--- src/rtl/core/epms_pkg.sv ---
package epms_pkg;

  // Configuration port
  localparam int CFG_INDEX_W = 3;
  localparam int CFG_DATA_W  = 24;

  localparam logic [CFG_INDEX_W-1:0] REG_GAIN_P         = 3'd0;
  localparam logic [CFG_INDEX_W-1:0] REG_GAIN_I         = 3'd1;
  localparam logic [CFG_INDEX_W-1:0] REG_GAIN_D         = 3'd2;
  localparam logic [CFG_INDEX_W-1:0] REG_SAMPLE_PERIOD  = 3'd3;
  localparam logic [CFG_INDEX_W-1:0] REG_SAMPLE_RATE    = 3'd4;
  localparam logic [CFG_INDEX_W-1:0] REG_CHANNEL_RIGHT  = 3'd5;
  localparam logic [CFG_INDEX_W-1:0] REG_COUNT_REVERSED = 3'd6;

  localparam logic signed [23:0] GAIN_P_RESET        = 24'sd3736;
  localparam logic signed [23:0] GAIN_I_RESET        = 24'sd0;
  localparam logic signed [23:0] GAIN_D_RESET        = 24'sd0;
  localparam logic [15:0]        SAMPLE_PERIOD_RESET = 16'd655;
  localparam logic [15:0]        SAMPLE_RATE_RESET   = 16'd100;

  // Item operations
  localparam logic [1:0] OP_EDGE = 2'd0;
  localparam logic [1:0] OP_TICK = 2'd1;
  localparam logic [1:0] OP_ZERO = 2'd2;

  // Command byte
  localparam logic [7:0]  SPEED_MAX       = 8'd255;
  localparam logic [13:0] SPEED_SCALE     = 14'd63;
  localparam int          CMD_CHANNEL_BIT = 7;
  localparam int          CMD_REVERSE_BIT = 6;

  typedef struct packed {
    logic [1:0]         operation;
    logic               phase_b_level;
    logic signed [15:0] setpoint;
  } item_t;

  typedef struct packed {
    logic [7:0]         command_byte;
    logic signed [31:0] measured_rate;
    logic signed [31:0] position_count;
  } result_t;

  // Operand pair fed to the shared multiplier
  typedef enum logic [2:0] {
    MUL_P,
    MUL_IHI,
    MUL_ILO,
    MUL_X,
    MUL_INT,
    MUL_DHI,
    MUL_DLO
  } mul_sel_t;

  // Register update applied in the datapath
  typedef enum logic [3:0] {
    ACT_NONE,
    ACT_ERR,
    ACT_ACC_LOAD,
    ACT_ACC_ADD,
    ACT_ACC_ADD_LO,
    ACT_X_LOAD,
    ACT_INC_LOAD,
    ACT_D_LOAD,
    ACT_D_ADD,
    ACT_D_SAT,
    ACT_MAG,
    ACT_FINISH
  } act_t;

  typedef struct packed {
    logic     take;
    mul_sel_t mul_sel;
    act_t     act;
  } dp_cmd_t;

  // m*63/255 for an 8-bit m; exact divide by 255 as (v + (v >> 8) + 1) >> 8
  function automatic logic [5:0] speed_code(input logic [7:0] m);
    logic [13:0] v;
    logic [15:0] t;
    v = 14'(m) * SPEED_SCALE;
    t = 16'(v) + 16'(v >> 8) + 16'd1;
    return t[13:8];
  endfunction

endpackage

--- src/rtl/core/epms_ctrl.sv ---
module epms_ctrl (
  input  logic              clk,
  input  logic              rst,
  input  logic              item_valid,
  input  logic [1:0]        operation,
  output logic              item_ready,
  output logic              result_valid,
  input  logic              result_ready,
  output epms_pkg::dp_cmd_t cmd
);

  typedef enum logic [3:0] {
    S_IDLE,
    S_ERR,
    S_MP,
    S_MIH,
    S_MIL,
    S_MX,
    S_XL,
    S_MDH,
    S_MDL,
    S_DADD,
    S_DSAT,
    S_MAG,
    S_OUT
  } state_t;

  state_t state;
  logic   take;
  logic   out_free;

  assign take     = item_valid & item_ready;
  assign out_free = !result_valid || result_ready;

  always_comb begin
    cmd.take    = take;
    cmd.mul_sel = epms_pkg::MUL_P;
    cmd.act     = epms_pkg::ACT_NONE;
    case (state)
      S_ERR:  cmd.act = epms_pkg::ACT_ERR;
      S_MP:   cmd.mul_sel = epms_pkg::MUL_P;
      S_MIH: begin
        cmd.mul_sel = epms_pkg::MUL_IHI;
        cmd.act     = epms_pkg::ACT_ACC_LOAD;
      end
      S_MIL: begin
        cmd.mul_sel = epms_pkg::MUL_ILO;
        cmd.act     = epms_pkg::ACT_ACC_ADD;
      end
      S_MX: begin
        cmd.mul_sel = epms_pkg::MUL_X;
        cmd.act     = epms_pkg::ACT_ACC_ADD_LO;
      end
      S_XL: begin
        cmd.mul_sel = epms_pkg::MUL_INT;
        cmd.act     = epms_pkg::ACT_X_LOAD;
      end
      S_MDH: begin
        cmd.mul_sel = epms_pkg::MUL_DHI;
        cmd.act     = epms_pkg::ACT_INC_LOAD;
      end
      S_MDL: begin
        cmd.mul_sel = epms_pkg::MUL_DLO;
        cmd.act     = epms_pkg::ACT_D_LOAD;
      end
      S_DADD: cmd.act = epms_pkg::ACT_D_ADD;
      S_DSAT: cmd.act = epms_pkg::ACT_D_SAT;
      S_MAG:  cmd.act = epms_pkg::ACT_MAG;
      S_OUT:  cmd.act = out_free ? epms_pkg::ACT_FINISH : epms_pkg::ACT_NONE;
      default: cmd.act = epms_pkg::ACT_NONE;
    endcase
  end

  always_ff @(posedge clk) begin
    if (rst) begin
      state        <= S_IDLE;
      item_ready   <= 1'b1;
      result_valid <= 1'b0;
    end else begin
      if (state == S_OUT && out_free) begin
        result_valid <= 1'b1;
      end else if (result_ready) begin
        result_valid <= 1'b0;
      end
      case (state)
        S_IDLE: begin
          if (take && operation == epms_pkg::OP_TICK) begin
            state      <= S_ERR;
            item_ready <= 1'b0;
          end
        end
        S_ERR:  state <= S_MP;
        S_MP:   state <= S_MIH;
        S_MIH:  state <= S_MIL;
        S_MIL:  state <= S_MX;
        S_MX:   state <= S_XL;
        S_XL:   state <= S_MDH;
        S_MDH:  state <= S_MDL;
        S_MDL:  state <= S_DADD;
        S_DADD: state <= S_DSAT;
        S_DSAT: state <= S_MAG;
        S_MAG:  state <= S_OUT;
        S_OUT: begin
          if (out_free) begin
            item_ready <= 1'b1;
            state      <= S_IDLE;
          end
        end
        default: begin
          state      <= S_IDLE;
          item_ready <= 1'b1;
        end
      endcase
    end
  end

endmodule

--- src/rtl/core/epms_datapath.sv ---
module epms_datapath #(
  parameter int COUNT_WIDTH = 32
) (
  input  logic                                clk,
  input  logic                                rst,
  input  logic                                cfg_write,
  input  logic [epms_pkg::CFG_INDEX_W-1:0]    cfg_index,
  input  logic [epms_pkg::CFG_DATA_W-1:0]     cfg_data,
  input  epms_pkg::item_t                     item,
  input  epms_pkg::dp_cmd_t                   cmd,
  output epms_pkg::result_t                   result
);

  localparam int RW = (COUNT_WIDTH > 16 ? COUNT_WIDTH : 16) + 1;

  localparam logic signed [63:0] ERR_HI  = 64'sd2147483647;
  localparam logic signed [63:0] ERR_LO  = -64'sd2147483648;
  localparam logic signed [74:0] D_HI    = 75'sd72057594037927936;
  localparam logic signed [74:0] D_LO    = -75'sd72057594037927936;
  localparam logic signed [49:0] EI_HI   = 50'sd140737488355327;
  localparam logic signed [49:0] EI_LO   = -50'sd140737488355328;
  localparam logic [59:0]        MAG_LIM = 60'(epms_pkg::SPEED_MAX) << 16;

  // Configuration
  logic signed [23:0] gain_p, gain_i, gain_d;
  logic [15:0]        sample_period, sample_rate;
  logic               channel_right, count_reversed;

  // Controller state
  logic [COUNT_WIDTH-1:0] position, last_position, rate;
  logic signed [15:0]     setpoint;
  logic signed [31:0]     err, last_error;
  logic signed [47:0]     error_integral;

  // Work registers
  logic signed [58:0] prod;
  logic signed [59:0] acc;
  logic signed [49:0] xval;
  logic signed [48:0] inc;
  logic signed [74:0] dacc;
  logic [7:0]         speed;
  logic               neg;
  logic               freeze;

  logic signed [24:0] mul_a;
  logic signed [33:0] mul_b;
  logic signed [RW-1:0] diff;
  logic signed [63:0]   diff64;
  logic signed [31:0]   err_next;
  logic signed [32:0]   derr;
  logic signed [74:0]   dsat;
  logic signed [59:0]   absv;
  logic signed [49:0]   ei_sum;
  logic signed [47:0]   error_integral_next;
  logic                 up;

  always_ff @(posedge clk) begin
    if (rst) begin
      gain_p         <= epms_pkg::GAIN_P_RESET;
      gain_i         <= epms_pkg::GAIN_I_RESET;
      gain_d         <= epms_pkg::GAIN_D_RESET;
      sample_period  <= epms_pkg::SAMPLE_PERIOD_RESET;
      sample_rate    <= epms_pkg::SAMPLE_RATE_RESET;
      channel_right  <= 1'b0;
      count_reversed <= 1'b0;
    end else if (cfg_write) begin
      case (cfg_index)
        epms_pkg::REG_GAIN_P:         gain_p <= $signed(cfg_data);
        epms_pkg::REG_GAIN_I:         gain_i <= $signed(cfg_data);
        epms_pkg::REG_GAIN_D:         gain_d <= $signed(cfg_data);
        epms_pkg::REG_SAMPLE_PERIOD:  sample_period <= cfg_data[15:0];
        epms_pkg::REG_SAMPLE_RATE:    sample_rate <= cfg_data[15:0];
        epms_pkg::REG_CHANNEL_RIGHT:  channel_right <= cfg_data[0];
        epms_pkg::REG_COUNT_REVERSED: count_reversed <= cfg_data[0];
        default: ;
      endcase
    end
  end

  // Position counter and tick capture
  assign up = count_reversed ? !item.phase_b_level : item.phase_b_level;

  always_ff @(posedge clk) begin
    if (rst) begin
      position      <= '0;
      last_position <= '0;
    end else if (cmd.take) begin
      case (item.operation)
        epms_pkg::OP_EDGE: begin
          position <= up ? position + COUNT_WIDTH'(1) : position - COUNT_WIDTH'(1);
        end
        epms_pkg::OP_ZERO: begin
          position      <= position - last_position;
          last_position <= '0;
        end
        epms_pkg::OP_TICK: begin
          last_position <= position;
        end
        default: ;
      endcase
    end
  end

  always_ff @(posedge clk) begin
    if (cmd.take && item.operation == epms_pkg::OP_TICK) begin
      rate     <= position - last_position;
      setpoint <= item.setpoint;
    end
  end

  // Error, saturated to 32 bits
  assign diff   = RW'(setpoint) - RW'($signed(rate));
  assign diff64 = 64'(diff);

  always_comb begin
    if (diff64 > ERR_HI) begin
      err_next = 32'(ERR_HI);
    end else if (diff64 < ERR_LO) begin
      err_next = 32'(ERR_LO);
    end else begin
      err_next = 32'(diff64);
    end
  end

  assign derr = 33'(err) - 33'(last_error);

  // Shared multiplier operand select
  always_comb begin
    case (cmd.mul_sel)
      epms_pkg::MUL_P: begin
        mul_a = 25'(gain_p);
        mul_b = 34'(err);
      end
      epms_pkg::MUL_IHI: begin
        mul_a = 25'(gain_i);
        mul_b = 34'($signed(error_integral[47:16]));
      end
      epms_pkg::MUL_ILO: begin
        mul_a = 25'(gain_i);
        mul_b = $signed({18'b0, error_integral[15:0]});
      end
      epms_pkg::MUL_X: begin
        mul_a = $signed({9'b0, sample_rate});
        mul_b = 34'(derr);
      end
      epms_pkg::MUL_INT: begin
        mul_a = $signed({9'b0, sample_period});
        mul_b = 34'(err);
      end
      epms_pkg::MUL_DHI: begin
        mul_a = 25'(gain_d);
        mul_b = 34'($signed(xval[49:25]));
      end
      epms_pkg::MUL_DLO: begin
        mul_a = 25'(gain_d);
        mul_b = $signed({9'b0, xval[24:0]});
      end
      default: begin
        mul_a = 25'(gain_p);
        mul_b = 34'(err);
      end
    endcase
  end

  always_ff @(posedge clk) begin
    prod <= mul_a * mul_b;
  end

  // Derivative term saturates at +-2^56
  always_comb begin
    if (dacc > D_HI) begin
      dsat = D_HI;
    end else if (dacc < D_LO) begin
      dsat = D_LO;
    end else begin
      dsat = dacc;
    end
  end

  assign absv = acc[59] ? -acc : acc;

  assign ei_sum = 50'(error_integral) + 50'(inc);

  always_comb begin
    if (ei_sum > EI_HI) begin
      error_integral_next = 48'(EI_HI);
    end else if (ei_sum < EI_LO) begin
      error_integral_next = 48'(EI_LO);
    end else begin
      error_integral_next = 48'(ei_sum);
    end
  end

  always_ff @(posedge clk) begin
    case (cmd.act)
      epms_pkg::ACT_ERR:        err  <= err_next;
      epms_pkg::ACT_ACC_LOAD:   acc  <= 60'(prod);
      epms_pkg::ACT_ACC_ADD:    acc  <= acc + 60'(prod);
      epms_pkg::ACT_ACC_ADD_LO: acc  <= acc + 60'(prod >>> 16);
      epms_pkg::ACT_X_LOAD:     xval <= prod[49:0];
      epms_pkg::ACT_INC_LOAD:   inc  <= prod[48:0];
      epms_pkg::ACT_D_LOAD:     dacc <= 75'(prod) <<< 25;
      epms_pkg::ACT_D_ADD:      dacc <= dacc + 75'(prod);
      epms_pkg::ACT_D_SAT:      acc  <= acc + 60'(dsat);
      epms_pkg::ACT_MAG: begin
        neg    <= acc[59];
        freeze <= $unsigned(absv) > MAG_LIM;
        speed  <= (absv[59:24] != '0) ? epms_pkg::SPEED_MAX : absv[23:16];
      end
      epms_pkg::ACT_FINISH: begin
        result.command_byte[epms_pkg::CMD_CHANNEL_BIT] <= channel_right;
        result.command_byte[epms_pkg::CMD_REVERSE_BIT] <= neg;
        result.command_byte[5:0]  <= epms_pkg::speed_code(speed);
        result.measured_rate      <= 32'($signed(rate));
        result.position_count     <= 32'(position);
      end
      default: ;
    endcase
  end

  always_ff @(posedge clk) begin
    if (rst) begin
      last_error     <= '0;
      error_integral <= '0;
    end else if (cmd.act == epms_pkg::ACT_FINISH) begin
      last_error <= err;
      if (!freeze) begin
        error_integral <= error_integral_next;
      end
    end
  end

endmodule

--- src/rtl/core/encoder_pid_motor_speed_core.sv ---
// Throughput: encoder edge and zero items are taken one per cycle, back to back, while
//   item_ready is high; a tick holds item_ready low after its transfer through seven
//   passes through one shared 25x34 multiplier until its result enters the output
//   register, and longer while the previous result still waits there.
// A finished result waits in the output register while new items are taken.
// Reset (rst, synchronous, active high) clears position, integral and derivative
//   history, drops any pending result and loads the register defaults.
module encoder_pid_motor_speed_core #(
  parameter int COUNT_WIDTH = 32
) (
  input  logic                              clk,
  input  logic                              rst,
  // Configuration writes
  input  logic                              cfg_write,
  input  logic [epms_pkg::CFG_INDEX_W-1:0]  cfg_index,
  input  logic [epms_pkg::CFG_DATA_W-1:0]   cfg_data,
  // Item channel
  input  logic                              item_valid,
  output logic                              item_ready,
  input  epms_pkg::item_t                   item,
  // Result channel
  output logic                              result_valid,
  input  logic                              result_ready,
  output epms_pkg::result_t                 result
);

  // Command bundle from the sequencer: transfer strobe, multiplier operand
  // select and the register update to apply this cycle.
  epms_pkg::dp_cmd_t cmd;

  // Sequencer: takes edge and zero items every cycle while idle; on a tick, walks
  // error, P, I (high and low halves), derivative product, integral increment,
  // D (high and low halves), saturated D, magnitude, then hold in the last
  // step until the output register is free and advance the result into it.
  epms_ctrl u_ctrl (
    .clk          (clk),
    .rst          (rst),
    .item_valid   (item_valid),
    .operation    (item.operation),
    .item_ready   (item_ready),
    .result_valid (result_valid),
    .result_ready (result_ready),
    .cmd          (cmd)
  );

  // Datapath: configuration registers, position counter, shared multiplier
  // with its accumulators, integral state and the result register.
  epms_datapath #(
    .COUNT_WIDTH (COUNT_WIDTH)
  ) u_datapath (
    .clk       (clk),
    .rst       (rst),
    .cfg_write (cfg_write),
    .cfg_index (cfg_index),
    .cfg_data  (cfg_data),
    .item      (item),
    .cmd       (cmd),
    .result    (result)
  );

endmodule

--- config.mk ---
export PLATFORM = sky130hd
export DESIGN_NAME = encoder_pid_motor_speed_core
export DESIGN_NICKNAME = d
export VERILOG_FILES = /design/src/rtl/core/epms_pkg.sv /design/src/rtl/core/epms_ctrl.sv /design/src/rtl/core/epms_datapath.sv /design/src/rtl/core/encoder_pid_motor_speed_core.sv
export SDC_FILE = /design/constraint.sdc
export NUM_CORES = 2
export LEC_CHECK = 0
export BUFFER_PORTS_ARGS = -buffer_cell sky130_fd_sc_hd__buf_2
export CORE_ASPECT_RATIO = 0.9
export CORE_MARGIN = 1.5
export CORE_UTILIZATION = 60
export DETAILED_ROUTE_END_ITERATION = 6
export HOLD_SLACK_MARGIN = 0.15
export PLACE_DENSITY_LB_ADDON = 0.3
export SYNTH_ARGS = -nofsm -noshare
export SYNTH_HDL_FRONTEND = slang
export SYNTH_SLANG_ARGS = --single-unit
--- constraint.sdc ---
create_clock -name clk -period 32 [get_ports clk]
set_clock_uncertainty 0.2 [all_clocks]
set_input_delay 6.4 -clock clk [delete_from_list [all_inputs] [get_ports clk]]
set_output_delay 6.4 -clock clk [all_outputs]
set_load 0.005 [all_outputs]
==> flow_summary_export.csv <==
group,metric,value,unit
logic_synthesis,synthFlopType,"edfxtp_1",
route,firstDrtPassIters,7,
clock_network,tritoncts,"yes",
clock_network,root_buffer,"clkbuf_16",
clock_network,clock_latency,0.74,ns
flow_run,max-cap-violations,0,
worst_setup_path,max_stage_delay,1.05,ns
clock_network,cts_sinks,711,
logic_synthesis,synth.most_common_cell,"inv_1",
clock_network,cts_buffers,81,
logic_synthesis,synth.area.mux_share,0.00263,
logic_synthesis,netlist_area,0.0751,sq mm
logic_synthesis,synth_fp_nets,10000,
timing,fin_setup_tns,0,ns
die,dieArea,0.127,sq mm
timing,setup_violations,0,
grt,met1_usage,0.532,
grt,grt_overflow,0,
die,rows,122,
grt,met3_usage,0.125,
die,ioPinCount,125,
place,gp_congestion,1.03,
worst_setup_path,crit_top_cell,"fa_1",
clock_network,htree_levels,3,
worst_setup_path,required,32.41,ns
logic_synthesis,yosysWarnings,0,
logic_synthesis,synth.top_cells.by_area,"fa_1, edfxtp_1, dfxtp_1",
grt,track_usage,0.393,
clock_network,clk_pin_slew,0.06,ns
grt,grt_max_degree,92,
worst_hold_path,min_from,"u_datapath.neg$_DFFE_PN_",
grt,antenna_found_initial,18,
die,start_util,0.608,
logic_synthesis,seq_area_frac_synth,0.242,
worst_setup_path,critPathSlowestCell,"fa_1",
route,drc,17,
status,violations,"design-rule violations",
place,io_buffers,124,
status,outcome,"finished, violations left",
die,die_w,376,um
logic_synthesis,synth_top_cells_by_count,"inv_1, nand2_1, fa_1, nor2_1, a21oi_1",
clock_network,cts_setup_buffers,0,
logic_synthesis,ys_seq_elements,711,
grt,use_met2,0.575,
route,wl,253,mm
clock_network,cts_buffer_depth,3,
route,via_count,65600,
worst_hold_path,hp-class,"flop to flop",
worst_setup_path,crit_type,"flop to flop",
place,dp_cells,10100,
worst_setup_path,cp-start-kind,"flop",
logic_synthesis,synth_top_cell_by_area,"fa_1",
clock_network,cts_resized,0,
logic_synthesis,synthSimpleGateAreaFrac,0.153,
route,routed_via_density,6.42,
timing,final.min_clock_period,11.89,ns
logic_synthesis,async_reset_ff_frac,0,
worst_setup_path,rr_worst_depth,32,
logic_synthesis,syn_area_per_cell,8.75,sq um
route,post_drt_wl_per_cell,24.8,um
timing,maxSlewHeadroom,0.201,
worst_hold_path,hold_depth,0,
cells_and_area,syn2layout_area_growth,7.02,%
timing,rsz0062_at_grt,"false",
timing,timing.final.crit_share,0.372,
logic_synthesis,synthAdderAreaFrac,0.317,
cells_and_area,drive_gt1_frac,0.0599,
logic_synthesis,synth_cell_types,94,
worst_setup_path,worstReg2RegEnd,"u_datapath.prod[57]$_DFF_P_",
logic_synthesis,synth-compound-area-share,0.170,
worst_setup_path,cp_max_fo,16,
grt,grt_pass1_vias,63500,
route,drtIter0Drc,7588,
logic_synthesis,synth_top_family_by_area,"adder cells",
worst_hold_path,hold_end,"u_datapath.result[70]$_DFFE_PN_",
clock_network,holdBufCountCts,0,
cells_and_area,instances_no_fill,10200,
route,postRouteAntennaNets,0,
worst_setup_path,rrSetupSlack,20.11,ns
timing,slew_violations,0,
die,fp.dieH,339,um
logic_synthesis,synth-edff-count,396,
cells_and_area,nNetsFinal,9951,
grt,grt.busiest_layer,"met2",
die,core,0.124,sq mm
place,hpwl,190,mm
worst_setup_path,cp.arrival,12.30,ns
worst_setup_path,worst_setup_path_end_kind,"flop",
logic_synthesis,synthXorXnorAreaFrac,0.0385,
grt,grt_first_pass_wirelength,381,mm
logic_synthesis,synthCells,8589,
logic_synthesis,netlist.area_leader.share,0.233,
timing,fmax,84.1,MHz
worst_setup_path,worstReg2RegStart,"u_datapath.err[0]$_SDFFCE_PN1N_",
timing,hold_viol,0,
timing,worst_pin_slew,1.19,ns
==> worst max-delay path by stage <==
| stage | slack [ns] | endpoint | startpoint |
|---|---|---|---|
| after floorplan | 21.59 | u_datapath.prod[57]$_DFF_P_ | u_datapath.err[0]$_SDFFCE_PN1N_ |
| after global placement | 20.39 | u_datapath.prod[57]$_DFF_P_ | u_datapath.err[0]$_SDFFCE_PN1N_ |
| after detailed placement | 20.16 | u_datapath.prod[57]$_DFF_P_ | u_datapath.err[0]$_SDFFCE_PN1N_ |
| after CTS | 20.22 | u_datapath.prod[57]$_DFF_P_ | u_datapath.err[0]$_SDFFCE_PN1N_ |
| after global routing | 19.49 | u_datapath.prod[57]$_DFF_P_ | u_datapath.err[0]$_SDFFCE_PN1N_ |
| final | 20.11 | u_datapath.prod[57]$_DFF_P_ | u_datapath.err[0]$_SDFFCE_PN1N_ |
==> cell type report <==
type,instances,area (sq um)
diodes,13,32.5
clock buffers,104,2210
clock inverters,44,612
fillers,10300,43200
inverters,1135,4260
multi-input cells,6335,51400
flip-flops and latches,711,18200
well taps,1612,2020
repair buffers,266,1690
==> critical path, delay by kind of cell (launching register included) <==
family / cells / cell delay, ns
compound gates: 9 / 2.66
fa+ha+maj: 10 / 5.33
buf+inv: 4 / 0.67
flops: 1 / 0.37
simple gates: 9 / 2.52
==> per-layer routing <==
metal,up-vias,part of all wire,wire length (um)
met5,-,0.00031,78
met2,3989,0.42,107000
met1,31800,0.39,98600
li1,28900,-,-
met3,876,0.13,33900
met4,12,0.054,13600
==> kinds of logic (layout without fill, tap and decap cells) <==
group | count (synthesis) | in the layout
simple gates | 2607 | 2607
other cells | 0 | 13
xor+xnor | 330 | 330
flops | 711 | 711
compound gates | 2002 | 2002
fa+ha+maj | 1377 | 1377
buf+inv | 1543 | 1549
mux | 19 | 19
==> cell usage in the layout (no fill, tap or decap), types with 39 or more instances in the layout <==
| cell | instances |
|---|---|
| a211oi_1 | 123 |
| and2_1 | 39 |
| nand3_1 | 175 |
| fa_1 | 876 |
| nand4_1 | 64 |
| o31ai_1 | 46 |
| a21oi_1 | 622 |
| xor2_1 | 124 |
| inv_1 | 1129 |
| a22oi_1 | 73 |
| nand2b_1 | 60 |
| and3_1 | 45 |
| buf_2 | 123 |
| o21ai_0 | 359 |
| nor2_1 | 794 |
| ha_1 | 494 |
| edfxtp_1 | 396 |
| xnor2_1 | 206 |
| dfxtp_1 | 315 |
| a31oi_1 | 77 |
| o21bai_1 | 47 |
| clkbuf_16 | 82 |
| buf_4 | 142 |
| a21o_1 | 214 |
| nor2b_1 | 52 |
| o21a_1 | 66 |
| o211ai_1 | 48 |
| nor3_1 | 147 |
| nand2_1 | 1045 |
==> sequential cells by signal, indices dropped and copies added, names as in the netlist, 16 cells and up <==
name and cells:
u_datapath.sample_rate 16, u_datapath.sample_period 16, u_datapath.err 32, u_datapath.gain_i 24, u_datapath.rate 32, u_datapath.position 32
u_datapath.xval 50, u_datapath.gain_d 24, u_datapath.dacc 75, u_datapath.setpoint 16, u_datapath.inc 49, u_datapath.acc 60
u_datapath.result 72, u_datapath.gain_p 24, u_datapath.last_error 32, u_datapath.last_position 32, u_datapath.error_integral 48, u_datapath.prod 59
==> through the flow <==
| step | util | area [sq um] | hold WS [ns] | setup WS (ns) |
|---|---|---|---|---|
| floorplan | - | 75100 | 0.200 | 21.59 |
| global placement | 0.627 | 77500 | 0.201 | 20.39 |
| detailed placement | 0.627 | 77500 | 0.208 | 20.16 |
| CTS | 0.650 | 80400 | 0.157 | 20.22 |
| global route | 0.650 | 80400 | 0.176 | 19.49 |
| finish | 0.650 | 80400 | 0.168 | 20.11 |
Power is left out: the tool's default activity adds up to more than one toggle a clock period on the data nets, which glitch-free logic cannot reach.
